[src/hdl/psu_pkg.sv]
// Types, constants and codes shared by the PNG scanline unfilter.
// No dependencies.
`timescale 1ns / 1ps
`default_nettype none

package psu_pkg;

   localparam int LINE_BYTES  = 8192;
   localparam int COL_W       = $clog2(LINE_BYTES);
   localparam int LEN_W       = 14;
   localparam int PIXEL_BYTES = 8;
   localparam int HIST_W      = $clog2(PIXEL_BYTES);
   localparam int PIX_W       = 4;
   localparam int CSR_INDEX_W = 1;
   localparam int CSR_DATA_W  = 14;

   typedef enum logic [CSR_INDEX_W-1:0] {
      CSR_LINE_BYTES  = 1'b0,
      CSR_PIXEL_BYTES = 1'b1
   } csr_index_type;

   typedef enum logic [2:0] {
      FILT_NONE  = 3'd0,
      FILT_SUB   = 3'd1,
      FILT_UP    = 3'd2,
      FILT_AVG   = 3'd3,
      FILT_PAETH = 3'd4
   } filter_type;

   typedef struct packed {
      logic [COL_W-1:0] col;
      logic             first_row;
      filter_type       filter;
      logic [7:0]       data;
      logic             last;
   } item_type;

   typedef struct packed {
      logic             en;
      logic [COL_W-1:0] addr;
   } mem_rd_type;

   typedef struct packed {
      logic             en;
      logic [COL_W-1:0] addr;
      logic [7:0]       data;
   } mem_wr_type;

   typedef struct packed {
      logic s1_valid;
      logic s1_adv;
   } recon_stat_type;

endpackage

`default_nettype wire

[src/hdl/psu_front.sv]
// Front stage: filter code capture, column tracking and line store read issue.
// Depends on psu_pkg.
`timescale 1ns / 1ps
`default_nettype none

module psu_front
   import psu_pkg::*;
(
   input  wire logic             clock,
   input  wire logic             reset,
   input  wire logic             req_valid,
   input  wire logic             req_ready,
   input  wire logic [7:0]       req_raw_byte,
   input  wire logic             req_image_start,
   input  wire logic [LEN_W-1:0] line_len,
   output logic                  issue,
   output item_type              item,
   output mem_rd_type            rd
);

   logic [COL_W-1:0] column_ff, column_in;
   logic             awaiting_ff, awaiting_in;
   logic             first_row_ff, first_row_in;
   filter_type       filter_ff, filter_in;
   logic             accept, awaiting, first_row;
   logic [LEN_W-1:0] col_next;

   assign accept    = req_valid && req_ready;
   assign awaiting  = req_image_start || awaiting_ff;
   assign first_row = req_image_start || first_row_ff;
   assign col_next  = LEN_W'(column_ff) + LEN_W'(1);

   always_comb begin
      item.col       = column_ff;
      item.first_row = first_row;
      item.filter    = filter_ff;
      item.data      = req_raw_byte;
      item.last      = (col_next >= line_len);
      issue          = accept && !awaiting;
      rd.en          = issue;
      rd.addr        = column_ff;

      column_in    = column_ff;
      awaiting_in  = awaiting_ff;
      first_row_in = first_row_ff;
      filter_in    = filter_ff;
      if (accept) begin
         first_row_in = first_row;
         if (awaiting) begin
            filter_in   = (req_raw_byte <= 8'(FILT_PAETH)) ?
                          filter_type'(req_raw_byte[2:0]) : FILT_NONE;
            awaiting_in = 1'b0;
            column_in   = '0;
         end else if (item.last) begin
            awaiting_in  = 1'b1;
            column_in    = '0;
            first_row_in = 1'b0;
         end else begin
            column_in = col_next[COL_W-1:0];
         end
      end
   end

   always_ff @(posedge clock) begin
      if (reset) begin
         column_ff    <= '0;
         awaiting_ff  <= 1'b1;
         first_row_ff <= 1'b1;
         filter_ff    <= FILT_NONE;
      end else begin
         column_ff    <= column_in;
         awaiting_ff  <= awaiting_in;
         first_row_ff <= first_row_in;
         filter_ff    <= filter_in;
      end
   end

endmodule

`default_nettype wire

[config.mk]
export PLATFORM = sky130hd
export DESIGN_NAME = psu_front
export DESIGN_NICKNAME = d
export VERILOG_FILES = /design/src/hdl/psu_pkg.sv /design/src/hdl/psu_front.sv
export SDC_FILE = /design/constraint.sdc
export NUM_CORES = 1
export LEC_CHECK = 0
export BUFFER_PORTS_ARGS = -buffer_cell sky130_fd_sc_hd__buf_2
export CORE_AREA = 2 2 62 64
export DETAILED_ROUTE_END_ITERATION = 10
export DIE_AREA = 0 0 64 66
export GPL_TIMING_DRIVEN = 0
export PLACE_DENSITY_LB_ADDON = 0.2
export SYNTH_ARGS = -nofsm -noshare
export SYNTH_HDL_FRONTEND = slang
export SYNTH_SLANG_ARGS = --single-unit
[constraint.sdc]
create_clock -name clock -period 2.8 [get_ports clock]
set_input_delay 0.42 -clock clock [delete_from_list [all_inputs] [get_ports clock]]
set_output_delay 0.42 -clock clock [all_outputs]
set_load 0.03 [all_outputs]
==> summary.md <==
| Metric | Value |
|---|---|
| Crit Path Class | reg -> out |
| Min-Delay Endpoint | filter_ff[2] |
| Worst-Margin Slew | 0.517 ns |
| Fin. max-slew vios | 0 |
| Crit end category | output pin |
| Via count | 1,397 |
| Initial Util | around two fifths |
| Most frequent cells in the layout | buf_2 (66), buf_4 (35), inv_1 (16) |
| Final Critical Period | 2.83 ns |
| Global placer's final weighted congestion | 0.787 |
| CTS tree | done |
| Multi-input gate area | between 800 and 900 um^2 |
| Post-route ant nets | 0 |
| Area contributors post-synth | dfxtp_1 (26%), ha_1 (14%), buf_4 (13%) |
| Antenna violations before repair | 0 |
| Post-synthesis net count | 205 |
| Fillcell total | 310 |
| Total GRT Usage | 16.8% |
| Mapped Cells | 163 |
| IO Count | 68 |
| Routed WL per cell | around 11 um |
| Reg2reg path depth | 13 |
| Syn. warnings | 0 |
| RR Endpoint | column_ff[1] |
| Die width | roughly 64 um |
| Chip Height | 66 um |
| R2R Setup Slk | ~0.21 ns |
| Diode count | 0 |
| Hold WC Path Type | in -> reg |
| Global-route wire length before repair | 5.63 mm |
| Worst Skew | approximately 0.0083 ns |
| CTS Buffer Depth | 2 |
| Vias in the first global route | between 1,000 and 1,500 |
| Netlist Area Pre-Place | ~1400 um^2 |
| CTS Root Cell | clkbuf_4 |
| Hold buffers post-CTS | 0 |
| TritonCTS Sinks | 18 |
| Final Cycle Share | 101% |
| Final hold vios | 0 |
| Max-Slew Margin vs Limit | 65.0% |
| Post-Route WL | between 3 and 4 mm |
| Sequential cell area | 392 um^2 |
| Register area share after synthesis | between 20% and 30% |
| CTS Buf Count | 3 |
| Fmax | 353 MHz |
| Startpoint types | flip-flop |
| Detailed Route Iter0 Violations | 27 |
| Worst Hold Depth | 2 |
| Status | finished, violations left |
| Synth top area share | 26.1% |
| Max-cap violations | 0 |
| Htree depth | 1 |
| Fin worst setup slack | -0.0341 ns |
| Reg-to-Reg Start | column_ff[2] |
| CP required | 2.38 ns |
| Drt via density | about 4.8 |
| Post-place instance area | 1810 um^2 |
| # DRC | 0 |
| Die area | 4220 um^2 |
| Yosys top cell by area | dfxtp_1 |
| # rows | 22 |
| Netlist cell types | 34 |
| Worst skew pair latency | ~0.3 ns |
| RSZ-0062 raised after global routing | true |
| Nets | between 200 and 300 |
| Largest net degree at the start of global routing | 11 |
| Synthesis-to-finish area growth | 47.5% |
| Setup TNS | -0.0341 ns |
| Total global routing overflow | 0 |
| Clk slew on worst S/H paths | about 0.10 ns |
| Worst hold start | reset |
| VDD IR max | 272 uV |
| Crit Path Max Fanout | 4 |
| PD cells | 245 nW/um^2 |
| Number of port buffers | 67 |
| Share of cells above drive strength 1 | 54.1% |
| Synthesized area per cell | ~8.5 um^2 |
| FF+latch count, synth | 18 |
| Violated checks | setup timing |
| Final setup fails | 1 |
| Dpl hpwl | 2.43 mm |
| Leak pwr | 1.14 nW |
| First drt pass iteration count | 4 |
| Final Cell Area | 2040 um^2 |
| Core ar. | ~3600 um^2 |
| WP data arrival | around 2.4 ns |
| Commonest non-fill, non-tap cell in the layout | buf_2 |
-- cell type report --
type,count,area share [%]
clock buffer,4,1.78
tap,48,2.95
inverter,16,2.95
sequential,18,19.2
timing repair buffer,78,20.7
multi-input combinational,106,43.8
buffer,24,8.67
-- synthesized netlist by cell type, drive strengths merged --
master / instances
nand2b: 3
xor2: 1
a21oi: 6
a221o: 1
o41ai: 1
a311oi: 1
or2: 1
and3: 4
xnor2: 8
clkbuf: 1
ha: 15
nand3b: 1
nor2: 9
buf: 23
inv: 16
a21o: 3
a211oi: 4
nor3: 1
nor4b: 1
a22o: 9
dfxtp: 18
nand2: 15
o211ai: 2
nand3: 7
o21ai: 2
nand4: 3
o31ai: 1
nor4: 1
a22oi: 3
or4: 1
o21a: 1
-- registers in the layout, summed over array words and instances, names as in the netlist --
signal	count
column_ff	13
filter_ff	3
awaiting_ff	1
first_row_ff	1
-- metrics by stage --
| step | setup WS [ns] | utilization, % | total power [mW] | hold slack, ns | cells |
|---|---|---|---|---|---|
| finish | -0.0341 | 57.3 | 0.500 | 0.373 | 294 |
| CTS | -0.0813 | 56.4 | 0.504 | 0.365 | 293 |
| global placement | -0.209 | 51.0 | 0.340 | 0.493 | 278 |
| floorplan | -0.00179 | - | 0.308 | 0.461 | 163 |
| detailed placement | -0.194 | 51.0 | 0.341 | 0.496 | 278 |
| global route | -0.217 | 57.3 | 0.529 | 0.370 | 294 |
-- worst max-delay path: stages (launching register included) --
cell      delay (ns)
dfxtp_4         0.36
and3_4          0.21
nand3_4         0.08
nor2_4          0.11
nand2_2         0.09
xnor2_4         0.20
ha_4            0.24
a211oi_2        0.22
o211ai_2        0.12
a21oi_2         0.19
o41ai_4         0.11
buf_4           0.19
-- timing repair --
| action | in CTS | in global routing |
|---|---|---|
| endpoints found under the setup margin | 12 | 10 |
| gates cloned | 0 | 1 |
| setup buffers | 11 | 0 |
| pin swaps | 16 | 4 |
| resized for setup | 15 | 3 |
-- power by group --
group	leakage [nW]	total [mW]	switching [mW]	internal, mW
logic	0.963	0.0835	0.0460	0.0375
registers	0.152	0.251	0.00147	0.250
clock network	0.0210	0.165	0.0858	0.0793
total	1.14	0.500	0.133	0.366
-- layer usage --
| metal | GRT usage (%) | up-vias | share of wire (%) |
|---|---|---|---|
| met4 | 4.62 | 0 | 1.3 |
| li1 | - | 721 | - |
| met5 | 0 | - | 0 |
| met3 | 3.75 | 4 | 5.3 |
| met2 | 29.4 | 43 | 49 |
| met1 | 20.6 | 629 | 44 |
-- worst max-delay path by stage --
stage / slack (ns) / to / startpoint / cells past startpoint
6_report: -0.03 / item[0] / column_ff[2] / 11
5_1_grt: -0.22 / item[0] / column_ff[1] / 10
3_3_place_gp: -0.21 / item[0] / column_ff[2] / 11
3_5_place_dp: -0.19 / item[0] / column_ff[0] / 10
2_1_floorplan: -0.002 / column_ff[7] / column_ff[2] / 10
4_1_cts: -0.08 / item[0] / column_ff[2] / 11
-- kinds of logic after synthesis --
family / Yosys count / share of synthesized area, %
AND/OR/NAND/NOR: 47 / 17.1
buffers and inverters: 40 / 17.1
AO/OA/AOI/OAI: 34 / 20.3
flip-flops: 18 / 26.1
adder cells (fa/ha/maj): 15 / 13.6
XOR/XNOR: 9 / 5.71
No activity file was read; power rests on OpenSTA's default activity.
