## src/hdl/psu_pkg.sv

```systemverilog
// Types, constants and codes shared by the PNG scanline unfilter.
// No dependencies.
`timescale 1ns / 1ps
`default_nettype none

package psu_pkg;

   localparam int LINE_BYTES  = 8192;
   localparam int COL_W       = $clog2(LINE_BYTES);
   localparam int LEN_W       = 14;
   localparam int PIXEL_BYTES = 8;
   localparam int HIST_W      = $clog2(PIXEL_BYTES);
   localparam int PIX_W       = 4;
   localparam int CSR_INDEX_W = 1;
   localparam int CSR_DATA_W  = 14;

   typedef enum logic [CSR_INDEX_W-1:0] {
      CSR_LINE_BYTES  = 1'b0,
      CSR_PIXEL_BYTES = 1'b1
   } csr_index_type;

   typedef enum logic [2:0] {
      FILT_NONE  = 3'd0,
      FILT_SUB   = 3'd1,
      FILT_UP    = 3'd2,
      FILT_AVG   = 3'd3,
      FILT_PAETH = 3'd4
   } filter_type;

   typedef struct packed {
      logic [COL_W-1:0] col;
      logic             first_row;
      filter_type       filter;
      logic [7:0]       data;
      logic             last;
   } item_type;

   typedef struct packed {
      logic             en;
      logic [COL_W-1:0] addr;
   } mem_rd_type;

   typedef struct packed {
      logic             en;
      logic [COL_W-1:0] addr;
      logic [7:0]       data;
   } mem_wr_type;

   typedef struct packed {
      logic s1_valid;
      logic s1_adv;
   } recon_stat_type;

endpackage

`default_nettype wire

```

## src/hdl/psu_recon.sv

```systemverilog
// Reconstruction stage: predictor, neighbour history, write-back and output word.
// Depends on psu_pkg.
`timescale 1ns / 1ps
`default_nettype none

module psu_recon
   import psu_pkg::*;
(
   input  wire logic             clock,
   input  wire logic             reset,
   input  wire logic             issue,
   input  wire item_type         item,
   input  wire logic [7:0]       above_raw,
   input  wire logic [PIX_W-1:0] pixel_bytes,
   input  wire logic             rsp_ready,
   output logic                  rsp_valid,
   output logic [7:0]            rsp_pixel_byte,
   output logic                  rsp_row_end,
   output mem_wr_type            wr,
   output recon_stat_type        stat
);

   function automatic logic [10:0] abs11(input logic signed [10:0] v);
      return (v < 0) ? 11'(-v) : 11'(v);
   endfunction

   function automatic logic [7:0] paeth(input logic [7:0] a, input logic [7:0] b,
                                        input logic [7:0] c);
      logic signed [10:0] p;
      logic [10:0]        pa, pb, pc;
      p  = $signed({3'b0, a}) + $signed({3'b0, b}) - $signed({3'b0, c});
      pa = abs11(p - $signed({3'b0, a}));
      pb = abs11(p - $signed({3'b0, b}));
      pc = abs11(p - $signed({3'b0, c}));
      if (pa <= pb && pa <= pc) return a;
      if (pb <= pc) return b;
      return c;
   endfunction

   logic             s1_valid_ff, s1_valid_in;
   item_type         s1_ff;
   logic [7:0]       left_ff [PIXEL_BYTES];
   logic [7:0]       upleft_ff [PIXEL_BYTES];
   logic             rsp_valid_ff, rsp_valid_in;
   logic [7:0]       pixel_ff;
   logic             row_end_ff;
   logic             s1_adv, has_left;
   logic [HIST_W-1:0] pix_idx;
   logic [7:0]       left, above, upleft, pred, result;
   logic [8:0]       avg_sum;

   assign s1_adv   = s1_valid_ff && (!rsp_valid_ff || rsp_ready);
   assign pix_idx  = HIST_W'(pixel_bytes - PIX_W'(1));
   assign has_left = (s1_ff.col >= COL_W'(pixel_bytes));
   assign left     = has_left ? left_ff[pix_idx] : 8'd0;
   assign upleft   = has_left ? upleft_ff[pix_idx] : 8'd0;
   assign above    = s1_ff.first_row ? 8'd0 : above_raw;
   assign avg_sum  = {1'b0, left} + {1'b0, above};

   always_comb begin
      case (s1_ff.filter)
         FILT_SUB:   pred = left;
         FILT_UP:    pred = above;
         FILT_AVG:   pred = avg_sum[8:1];
         FILT_PAETH: pred = paeth(left, above, upleft);
         default:    pred = 8'd0;
      endcase
      result = s1_ff.data + pred;

      wr.en   = s1_adv;
      wr.addr = s1_ff.col;
      wr.data = result;

      s1_valid_in = issue ? 1'b1 : (s1_adv ? 1'b0 : s1_valid_ff);
      rsp_valid_in = s1_adv ? 1'b1 : (rsp_ready ? 1'b0 : rsp_valid_ff);

      stat.s1_valid = s1_valid_ff;
      stat.s1_adv   = s1_adv;
   end

   always_ff @(posedge clock) begin
      if (reset) begin
         s1_valid_ff  <= 1'b0;
         rsp_valid_ff <= 1'b0;
      end else begin
         s1_valid_ff  <= s1_valid_in;
         rsp_valid_ff <= rsp_valid_in;
      end
   end

   always_ff @(posedge clock) begin
      if (issue) begin
         s1_ff <= item;
      end
      if (s1_adv) begin
         pixel_ff   <= result;
         row_end_ff <= s1_ff.last;
      end
   end

   always_ff @(posedge clock) begin
      if (reset) begin
         for (int k = 0; k < PIXEL_BYTES; k++) begin
            left_ff[k]   <= 8'd0;
            upleft_ff[k] <= 8'd0;
         end
      end else if (s1_adv) begin
         for (int k = PIXEL_BYTES - 1; k > 0; k--) begin
            left_ff[k]   <= left_ff[k-1];
            upleft_ff[k] <= upleft_ff[k-1];
         end
         left_ff[0]   <= result;
         upleft_ff[0] <= above;
      end
   end

   assign rsp_valid      = rsp_valid_ff;
   assign rsp_pixel_byte = pixel_ff;
   assign rsp_row_end    = row_end_ff;

endmodule

`default_nettype wire

```

## config.mk

```make
export PLATFORM = sky130hd
export DESIGN_NAME = psu_recon
export DESIGN_NICKNAME = d
export VERILOG_FILES = /design/src/hdl/psu_pkg.sv /design/src/hdl/psu_recon.sv
export SDC_FILE = /design/constraint.sdc
export NUM_CORES = 1
export LEC_CHECK = 0
export ABC_CLOCK_PERIOD_IN_PS = 21400
export BUFFER_PORTS_ARGS = -buffer_cell sky130_fd_sc_hd__buf_4
export CAP_MARGIN = 10
export CORE_ASPECT_RATIO = 2
export CORE_MARGIN = 2
export CORE_UTILIZATION = 56
export DETAILED_ROUTE_END_ITERATION = 10
export GPL_TIMING_DRIVEN = 0
export PLACE_DENSITY = 0.75
export SETUP_SLACK_MARGIN = 0.5
export SLEW_MARGIN = 20
export SYNTH_ARGS = -nofsm -noshare
export SYNTH_HDL_FRONTEND = slang
export SYNTH_SLANG_ARGS = --single-unit
export TNS_END_PERCENT = 20
```

## constraint.sdc

```tcl
create_clock -name clock -period 21.4 [get_ports clock]
set_input_delay 5.35 -clock clock [delete_from_list [all_inputs] [get_ports clock]]
set_output_delay 5.35 -clock clock [all_outputs]
set_load 0.05 [all_outputs]
```

==> flow_summary.toml <==
[yosys]
synth-warning-count = 0
synth.area.mux_share_pct = 7.087
yosys.area_share.adder_pct = 11.50
synth_enable_flop_cells = 163
syn_area_um2 = 11300
synth_commonest_cells = "163 x sky130_fd_sc_hd__edfxtp_1, 119 x sky130_fd_sc_hd__and2_1, 87 x sky130_fd_sc_hd__nand2_1, 83 x sky130_fd_sc_hd__ha_1, 62 x sky130_fd_sc_hd__inv_1"
synth.top_cells.by_area = "sky130_fd_sc_hd__edfxtp_1 43%, sky130_fd_sc_hd__ha_1 9.2%, sky130_fd_sc_hd__and2_1 6.6%"
seq_area_frac_synth_pct = 43.68
synth_simple_gate_area_share_pct = 17.11
synth_xor_xnor_area_share_pct = 4.574
synth_cells = 1031
dominantRegCellSynth = "sky130_fd_sc_hd__edfxtp_1"
async_reset_ff_share_pct = 0
number_of_different_library_cells_in_the_post_synthesis_netlist = 81
syn_area_per_cell_um2 = 10.96
proportion_of_netlist_area_held_by_the_largest_area_contributor_pct = 43.32
synth-seq-cells = 165
mappedNetlistNets = 1169
synthMostInstantiatedCell = "sky130_fd_sc_hd__edfxtp_1"
largest_area_contributor_in_the_netlist = "sky130_fd_sc_hd__edfxtp_1"
synth_compound_gate_area_share_pct = 11.72
synth_top_family_by_area = "simple AND/OR/NAND/NOR gates"

[global_route]
grt_max_degree = 58
grt-ovfl-total = 0
antenna_found_initial = 0
grt_first_pass_wirelength_um = 46630
overall_global_routing_resource_usage_pct = 29.21
grt_pass1_vias = 8804

[routing]
wire_per_inst_um = 21.46
ant_nets = 0
total_number_of_vias = 8485
routed_via_density = 5.988
dr_pass1_iterations = 5
finalWirelength_um = 30410
remaining_design_rule_violation_count = 0
drt_iter0_drc = 547

[setup_path]
crit_path_leading_delay_family = "compound AO/OA/AOI/OAI gates"
worstSetupEndpointType = "output pin"
critPathLaunch = "pixel_bytes[0]"
worst_ep_required_time_ns = 16.05
slowest_stage = "sky130_fd_sc_hd__fa_1"
cpPeakStageDelay_ns = 0.46
rrSetupSlack_ns = 11.28
critPathArrivalTime_ns = 15.21
rr_endpoint = "rsp_pixel_byte[7]"
setup.worst_path.class = "primary input to output pin"
timing.critical_path.buf_inv = 12
critPathLaunchType = "primary input"
worst_r2r_path_depth = 49
timing.rr.start = "wr[8]"
cp.depth = 49
crit_fanout = 10

[finish]
count_of_placed_standard_cells_in_the_final_layout_fillers_left_out = 1417
insertedDiodeCount = 0
layout.nets = 1280
multi_input_comb_area_um2 = 6227
postLayoutCellArea_um2 = 13400
seq_area_um2 = 4935
area.growth.synth_to_final_pct = 18.56
finalCoreUtilization_pct = 67.58
layout.filler_cells = 1605
ratio_of_cells_with_drive_above_1_in_the_final_layout_pct = 22.08

[placement]
post-place-cells = 1370
placed_cell_areas_um2 = 12250
routabilityCongestion = 0.9818
port-buffer-count = 75
dp_hpwl_um = 23400

[sta]
finalMaxSlewViolations = 0
timing.max_slew.rel_slack_pct = 19.44
setup_tns_ns = 0
final_cycle_share_pct = 96.09
max_clock_freq_mhz = 48.63
setup_viol = 0
hold_viol = 0
tightestPinTransition_ns = 1.193
grt_setup_unrepaired = "false"
finalCriticalPeriod_ns = 20.56
worst_clock_skew_ns = 0.01099

[cts]
numClockSinks = 165
cts_made_buffers = 17
worst_skew_pair.late_latency_ns = 0.44
cell_chosen_for_the_clock_root = "sky130_fd_sc_hd__clkbuf_16"
clk_transition_reported_paths_ns = 0.06
cts_max_level = 4
cts_tree = "yes"
max-clock-path-buffers = 2

[die]
starting_density_pct = 57.00
io_pins = 76
placementRows = 73
fp.dieH_um = 204.9
horizontal_extent_of_the_die_um = 104.4
dieArea_um2 = 21400
floorplan.core_area_um2 = 19820

[flow_run]
cap_violations = 0

[hold_path]
startpoint_of_the_most_critical_hold_path = "s1_ff[0]"
hold-path-cell-count = 0
hold_path_class = "flop to flop"
holdPathEnd = "rsp_row_end"

[outcome]
outcome = "finished clean"
## timing repair
action / CTS / global route
gates resized for setup: 55 / 39
pin swaps: 8 / 6
setup endpoints to repair: 8 / 3
buffers inserted: 11 / 4
hold buffers: 0 / 0
hold endpoints to repair: 0 / 0
## routing by layer
| layer | share of wire [%] | wire, um | GRT usage, % |
|---|---|---|---|
| met3 | 3.2 | 968 | 3.913 |
| met2 | 56 | 17090 | 55.56 |
| met5 | 0 | 0 | 0 |
| met4 | 8.2 | 2493 | 23.60 |
| met1 | 32 | 9857 | 27.19 |
## layout by cell type (no fill, tap or decap), types with 12 or more instances in the layout
master and count:
sky130_fd_sc_hd__nor2b_1 12, sky130_fd_sc_hd__nand2_1 85, sky130_fd_sc_hd__nor2_1 55, sky130_fd_sc_hd__inv_1 61
sky130_fd_sc_hd__a21o_1 18, sky130_fd_sc_hd__buf_4 105, sky130_fd_sc_hd__o21ai_1 12, sky130_fd_sc_hd__a21oi_1 43
sky130_fd_sc_hd__nand3_1 13, sky130_fd_sc_hd__clkbuf_1 18, sky130_fd_sc_hd__mux4_2 32, sky130_fd_sc_hd__nand2b_1 18
sky130_fd_sc_hd__ha_1 81, sky130_fd_sc_hd__fa_1 13, sky130_fd_sc_hd__and2_1 119, sky130_fd_sc_hd__xor2_1 13
sky130_fd_sc_hd__o21ai_0 23, sky130_fd_sc_hd__edfxtp_1 163, sky130_fd_sc_hd__xnor2_1 32, sky130_fd_sc_hd__clkbuf_16 18
## how the worst max path moves through the flow
stage            end  slack, ns
2_1_floorplan  wr[7]       0.61
3_3_place_gp   wr[7]      -2.37
3_5_place_dp   wr[7]      -2.60
4_1_cts        wr[7]       0.50
5_1_grt        wr[7]       0.44
6_report       wr[7]       0.84
## sequential cells by signal (all words and copies together), names as in the netlist
| signal | flops |
|---|---|
| wr | 13 |
| s1_valid_ff | 1 |
| rsp_pixel_byte | 8 |
| upleft_ff | 64 |
| rsp_row_end | 1 |
| left_ff | 64 |
| rsp_valid | 1 |
| s1_ff | 13 |
## stage by stage
step / worst slack (ns) / hold slack [ns]
floorplan: 0.6115 / 0.4003
global placement: -2.373 / 0.4016
detailed placement: -2.599 / 0.4189
CTS: 0.5027 / 0.4213
global route: 0.4351 / 0.4390
finish: 0.8364 / 0.4190
## kinds of logic after synthesis
family / count (synthesis)
AND/OR/NAND/NOR: 364
AO/OA/AOI/OAI: 196
flip-flops: 165
buffers and inverters: 110
adder cells (fa/ha/maj): 96
XOR/XNOR: 59
multiplexers: 39
other: 2
## cell type report
class / instances / share of cell area, %
multi-input cells: 756 / 46.49
flip-flops and latches: 165 / 36.84
repair buffers: 92 / 5.427
clock buffers: 17 / 3.176
well taps: 262 / 2.447
plain buffers: 47 / 2.373
inverters: 63 / 1.765
clock inverters: 15 / 1.485
Power is left out: the tool's default activity adds up to more than one toggle a clock period on the data nets, which glitch-free logic cannot reach.
